File: src/rtl/nerp_pkg.sv
package nerp_pkg;

    localparam int CHANNELS_DEF = 16;
    localparam int EVENTS_DEF   = 256;

    localparam int OP_W   = 3;
    localparam int STEP_W = 32;
    localparam int CH_W   = 4;
    localparam int NOTE_W = 7;
    localparam int VEL_W  = 7;

    typedef enum logic [OP_W-1:0] {
        OP_REC_START  = 3'd0,
        OP_REC_STOP   = 3'd1,
        OP_PLAY_START = 3'd2,
        OP_PLAY_STOP  = 3'd3,
        OP_REC_NOTE   = 3'd4,
        OP_FETCH      = 3'd5
    } t_op;

    typedef struct packed {
        logic [STEP_W-1:0] rel_step;
        logic [NOTE_W-1:0] note;
        logic [VEL_W-1:0]  velocity;
    } t_entry;

    typedef struct packed {
        logic              found;
        logic              is_note_on;
        logic [CH_W-1:0]   channel;
        logic [NOTE_W-1:0] note;
        logic [VEL_W-1:0]  velocity;
        logic [STEP_W-1:0] step;
        logic              overflow;
    } t_result;

endpackage

File: src/rtl/nerp_alu.sv
module nerp_alu (
    input  logic [nerp_pkg::STEP_W-1:0] i_a,
    input  logic [nerp_pkg::STEP_W-1:0] i_b,
    output logic [nerp_pkg::STEP_W-1:0] o_diff,
    output logic                        o_borrow
);
    import nerp_pkg::*;

    logic [STEP_W:0] w_full;

    assign w_full   = {1'b0, i_a} - {1'b0, i_b};
    assign o_diff   = w_full[STEP_W-1:0];
    assign o_borrow = w_full[STEP_W];

endmodule

File: config.mk
export PLATFORM = sky130hd
export DESIGN_NAME = nerp_alu
export DESIGN_NICKNAME = d
export VERILOG_FILES = /design/src/rtl/nerp_pkg.sv /design/src/rtl/nerp_alu.sv
export SDC_FILE = /design/constraint.sdc
export NUM_CORES = 1
export LEC_CHECK = 0
export BUFFER_PORTS_ARGS = -buffer_cell sky130_fd_sc_hd__buf_2
export CAP_MARGIN = 15
export CORE_AREA = 5 5 87 57
export DETAILED_ROUTE_END_ITERATION = 8
export DIE_AREA = 0 0 92 62
export PLACE_DENSITY = 0.83
export SETUP_SLACK_MARGIN = 0.3
export SYNTH_ARGS = -nofsm -noshare
export SYNTH_HDL_FRONTEND = slang
export SYNTH_SLANG_ARGS = --single-unit
File: constraint.sdc
create_clock -name vclk -period 3.92
set_input_delay 0.784 -clock vclk [all_inputs]
set_output_delay 0.784 -clock vclk [all_outputs]
set_load 0.01 [all_outputs]
==> results of run 1 <==
-- power by group through the flow --
stage | registers (mW) | logic, mW | clock network, mW
2_1_floorplan | 0 | 0.305 | 0
3_3_place_gp | 0 | 0.459 | 0
3_5_place_dp | 0 | 0.467 | 0
4_1_cts | 0 | 0.507 | 0
5_1_grt | 0 | 0.621 | 0
6_report | 0 | 0.579 | 0
-- cells in the mapped netlist (3+ instances only) --
master / instances / area [um2]
a31oi_1: 5 / 31.3
inv_1: 40 / 150
nand3_1: 8 / 40.0
o21a_1: 6 / 45.0
nor2b_1: 3 / 18.8
nor3_1: 4 / 20.0
a21o_1: 15 / 113
clkbuf_1: 7 / 26.3
a21oi_1: 22 / 110
buf_2: 5 / 25.0
nand2_1: 21 / 78.8
nor2_1: 12 / 45.0
xnor2_1: 15 / 131
xor2_1: 14 / 123
o21ai_0: 14 / 70.1
nand4_1: 6 / 37.5
ha_1: 32 / 400
a211oi_1: 6 / 45.0
-- cell usage in the layout (no fill, tap or decap), drive strengths merged, types with 2 or more instances in the layout --
cell type  synthesis  routed
o31ai              2       2
a21o              15      15
a211oi             7       7
a31oi              5       5
a41oi              3       3
o21a               6       6
and2               2       2
xor2              14      14
o2111ai            2       2
ha                32      32
nand2             21      21
nor3               4       4
buf                5     115
a21boi             3       3
nand3              8       8
and3               2       2
o21bai             2       2
a21oi             23      23
nand4              6       6
xnor2             15      15
o211ai             2       2
inv               40      40
nor2              12      12
nor2b              4       4
o21ai             16      16
-- metal layers --
| layer | global-route usage (%) | vias up | share of wire (%) |
|---|---|---|---|
| met3 | 2.77 | 12 | 8.8 |
| li1 | - | 1192 | - |
| met2 | 33.7 | 139 | 46 |
| met4 | 1.48 | 0 | 1.2 |
| met5 | 0 | - | 0 |
| met1 | 30.9 | 1148 | 45 |
-- logic make-up after synthesis --
logic type,count (synthesis)
buffers and inverters,52
adders and majority gates,33
AOI/OAI and AO/OA,97
and+or+nand+nor,65
xor gates and xnor gates,29
-- critical path: stages --
cell	delay [ps]
buf_2	90
inv_1	70
ha_4	230
a211oi_2	200
nor2_1	110
or3_4	390
o2111ai_4	220
a32oi_4	180
a41o_1	290
xor2_1	160
buf_2	140
-- cell type report --
cell class | instances | area, um2 | area share, %
Multi-Input combinational cell | 224 | 2000 | 69.3
Timing Repair Buffer | 115 | 668 | 23.2
Tap cell | 50 | 62.6 | 2.17
Inverter | 40 | 155 | 5.38
-- final timing paths --
path	from	to	cells after the start
hold / removal	i_b[0]	o_diff[0]	4
setup / recovery	i_b[8]	o_diff[31]	11
-- repair_timing --
action	4_1_cts	5_1_grt
pin swaps	10	23
endpoints found under the hold margin	0	0
endpoints found under the setup margin	10	19
setup buffers	13	1
resized for setup	21	52
==> run_results.csv, run 1 <==
group,metric,value,unit
timing,setup_viol,0,
pwr,p_per_area,201,nW/um2
logic_synthesis,ys_seq_area_share,0,%
timing,timing.slew.headroom,57.6,%
timing,max_freq,0.274,GHz
layout,nClkBuffers,0,
layout,seq_cells,0,
layout,fillers,321,
pwr,combinationalPowerShare,100.0,%
logic_synthesis,synthCells,276,
floorplan,die_h,62,um
floorplan,ios,97,
critical_path,cp_max_fo,6,
floorplan,start_util,47.2,%
drt,drt-pass1-iter-count,5,
drt,num_vias,2491,
timing,rsz0062_at_grt,"true",
critical_path,cp-start-kind,"input pin",
critical_path,cp-end-kind,"primary output",
layout,layoutNonFillerInstCount,429,
timing,slew_viol_final,0,
drt,drt_wl_total,7230,um
timing,whs,1910,ps
pwr,pwr-share-clk,0,%
drt,ant_nets,0,
pwr,p_int,0.261,mW
layout,ff_latch_area,0,um2
grt,grt_max_degree,10,
grt,grt_use_total,20.8,%
grt,antenna_found_initial,0,
placement,io_buffer_count,97,
critical_path,arrival,2870,ps
timing,finalSetupTns,0,ps
logic_synthesis,synth_mux_area_share,0,%
grt,grt_overflow,0,
drt,drc_errors,0,
placement,placed_cells,415,
timing,worst_pin_slew,629,ps
timing,period_needed,3650,ps
logic_synthesis,yosys.area_share.adder,22.2,%
floorplan,die_w,92,um
placement,place_area,2420,um2
logic_synthesis,synth.avg_cell_area,6.85,um2
logic_synthesis,syn-cell-area,1890,um2
pwr,sequentialPowerShare,0,%
logic_synthesis,ys_warn_count,0,
drt,avgRoutedWirePerCell,16.8,um
placement,place_congestion,0.909,
min_path,hold_class,"input pin to primary output",
logic_synthesis,ys_types,51,
logic_synthesis,synth-compound-area-share,36.7,%
logic_synthesis,syn_nets,373,
placement,place_ws,97.1,ps
floorplan,floorplan.rows,18,
clocking,hold_buffers,0,
layout,antenna-diode-count,0,
layout,fin_util,72.0,%
placement,dp_hpwl,5160,um
floorplan,die_area,5700,um2
pwr,p_total,0.579,mW
timing,hold_violations,0,
pwr,power_leakage,1.47,nW
flow_run,cap_violations,0,
logic_synthesis,synth_top_family_by_area,"compound AO/OA/AOI/OAI gates",
critical_path,required,3140,ps
run_status,outcome,"finished, final reports clean",
pwr,switchingPower,0.317,mW
timing,post-route-period-util,93.2,%
layout,final_cell_area,2890,um2
critical_path,path_class,"input pin to primary output",
logic_synthesis,yosys.area_share.simple,17.0,%
logic_synthesis,synth_xor_area_share,13.4,%
timing,final.setup.worst_slack,266,ps
pwr,ir_drop,0.116,mV
floorplan,core,4010,um2
drt,vias_per_cell,5.81,
grt,grt_pass1_wl,9830,um
pwr,sw_frac_of_total,54.8,%
drt,dr.first_iter.drc_count,239,
grt,grt_pass1_vias,2152,
layout,drive_above_1_share,43.8,%
layout,nets,478,
layout,synthToLayoutAreaGrowth,52.6,%
Note: power is estimated with default switching activity, not from simulation.
==> run 2, diff against run 1 <==
CORE_AREA = 5 5 117 75   (was 5 5 87 57)
DIE_AREA = 0 0 122 80   (was 0 0 92 62)
PLACE_DENSITY = not set   (was 0.83)
==> run 2 against run 1 <==
Total power down 3.3%. First-iteration DRC count down 56%. Largest cell class unchanged. Non-clock buffer count up 1. Largest power group unchanged. Critical endpoint is now o_diff[29]. Routed wire length down 4.0%. Critical path depth unchanged. Fmax up 0.74%. Core utilization down 33 points. Clock-buffer cell count unchanged. Sequential cell count unchanged. Cell area up 2.2%. Critical path type unchanged.
==> run_results.csv, run 2 (synthesis results as in run 1) <==
group,metric,value,unit
run_status,outcome,"finished, final reports clean",
clocking,hold_buffers,0,
timing,setup_viol,0,
timing,finalSetupTns,0,ps
placement,dp_hpwl,5680,um
timing,worst_pin_slew,397,ps
timing,post-route-period-util,92.5,%
drt,ant_nets,0,
floorplan,start_util,24.9,%
drt,num_vias,2338,
floorplan,die_w,122,um
layout,seq_cells,0,
grt,grt_util_met1,19.4,%
min_path,min_path_cells,4,
timing,rsz0062_at_grt,"true",
timing,slew_viol_final,0,
layout,nets,479,
grt,grt_overflow,0,
timing,max_freq,0.276,GHz
grt,grt_pass1_wl,10900,um
min_path,hold_class,"input pin to primary output",
grt,antenna_found_initial,0,
floorplan,die_area,9760,um2
drt,dr.first_iter.drc_count,106,
timing,whs,1920,ps
floorplan,core,7600,um2
critical_path,cp-start-kind,"input pin",
layout,antenna-diode-count,0,
critical_path,cp_slowest_stage_delay,280,ps
critical_path,cp_cell_sequence,"buf_8, ha_4, nor2b_4, o2111ai_4, buf_4, a2111oi_2, nand3b_1, a41oi_2, o41ai_2, xor2_1, buf_2",
critical_path,cp_num_cells,11,
grt,grt_pass1_vias,2258,
floorplan,floorplan.rows,25,
critical_path,required,3140,ps
layout,drive_above_1_share,42.6,%
critical_path,cp-end-kind,"primary output",
grt,use_met3,1.56,%
layout,mostFrequentLayoutCell,"buf_2",
critical_path,cpLargestDelayFamily,"compound AO/OA/AOI/OAI gates",
grt,grt_use_total,13.4,%
pwr,p_per_area,190,nW/um2
placement,place_congestion,0.878,
timing,timing.slew.headroom,73.3,%
pwr,power_leakage,1.48,nW
floorplan,die_h,80,um
layout,synthToLayoutAreaGrowth,56.0,%
drt,drt-pass1-iter-count,4,
flow_run,cap_violations,0,
drt,vias_per_cell,4.79,
layout,ff_latch_area,0,um2
critical_path,cp_max_fo,2,
drt,drt_wl_total,6940,um
layout,nClkBuffers,0,
drt,avgRoutedWirePerCell,14.2,um
timing,period_needed,3630,ps
critical_path,path_class,"input pin to primary output",
critical_path,crit_buf_inv,3,
grt,grt_max_degree,10,
drt,drc_errors,0,
critical_path,slowest_stage,"a2111oi_2",
grt,grt-busiest-layer,"met2",
placement,io_buffer_count,97,
critical_path,arrival,2840,ps
timing,hold_violations,0,
pwr,p_total,0.559,mW
floorplan,ios,97,
layout,layout_common_cells,"91 x buf_2, 37 x inv_1, 22 x ha_1",
pwr,ir_drop,0.0658,mV
grt,grt_util_met2,22.0,%
layout,fillers,796,
-- run 2: final timing paths --
check	startpoint	end	slack [ps]
max	i_a[1]	o_diff[29]	290
min	i_b[0]	o_diff[0]	1920
-- run 2: layout make-up --
cell class | count | area (um2) | share of cell area (%)
inverter | 40 | 155 | 5.26
multi-input combinational | 224 | 1970 | 66.8
tap | 108 | 135 | 4.58
timing repair buffer | 116 | 689 | 23.4
-- run 2: power by group --
part,internal [mW],switching [mW],total (mW)
clock,0,0,0
sequential,0,0,0
combinational,0.258,0.301,0.559
-- run 2: worst min-delay path, stage by stage --
cell and delay, ps:
buf_6 80, ha_4 120, inv_1 30, buf_2 130
-- run 2: per-layer routing --
metal	wire, um	vias up
met5	0	-
met4	50	0
met3	323	10
met2	3180	60
met1	3390	1069
li1	-	1199
-- run 2: through the flow --
stage | cells | setup WS [ps] | cell area, um2 | utilization (%)
floorplan | 276 | 436 | 1890 | -
global placement | 472 | 160 | 2480 | 32.7
detailed placement | 472 | 135 | 2480 | 32.7
CTS | 486 | 271 | 2820 | 37.1
global route | 488 | 137 | 2950 | 38.8
finish | 488 | 293 | 2950 | 38.8
-- run 2: what timing repair did --
action | in CTS | in global routing
cloned | 0 | 0
endpoints found under the setup margin | 9 | 13
gates resized for setup | 42 | 25
pin swaps | 21 | 22
setup buffers | 14 | 2
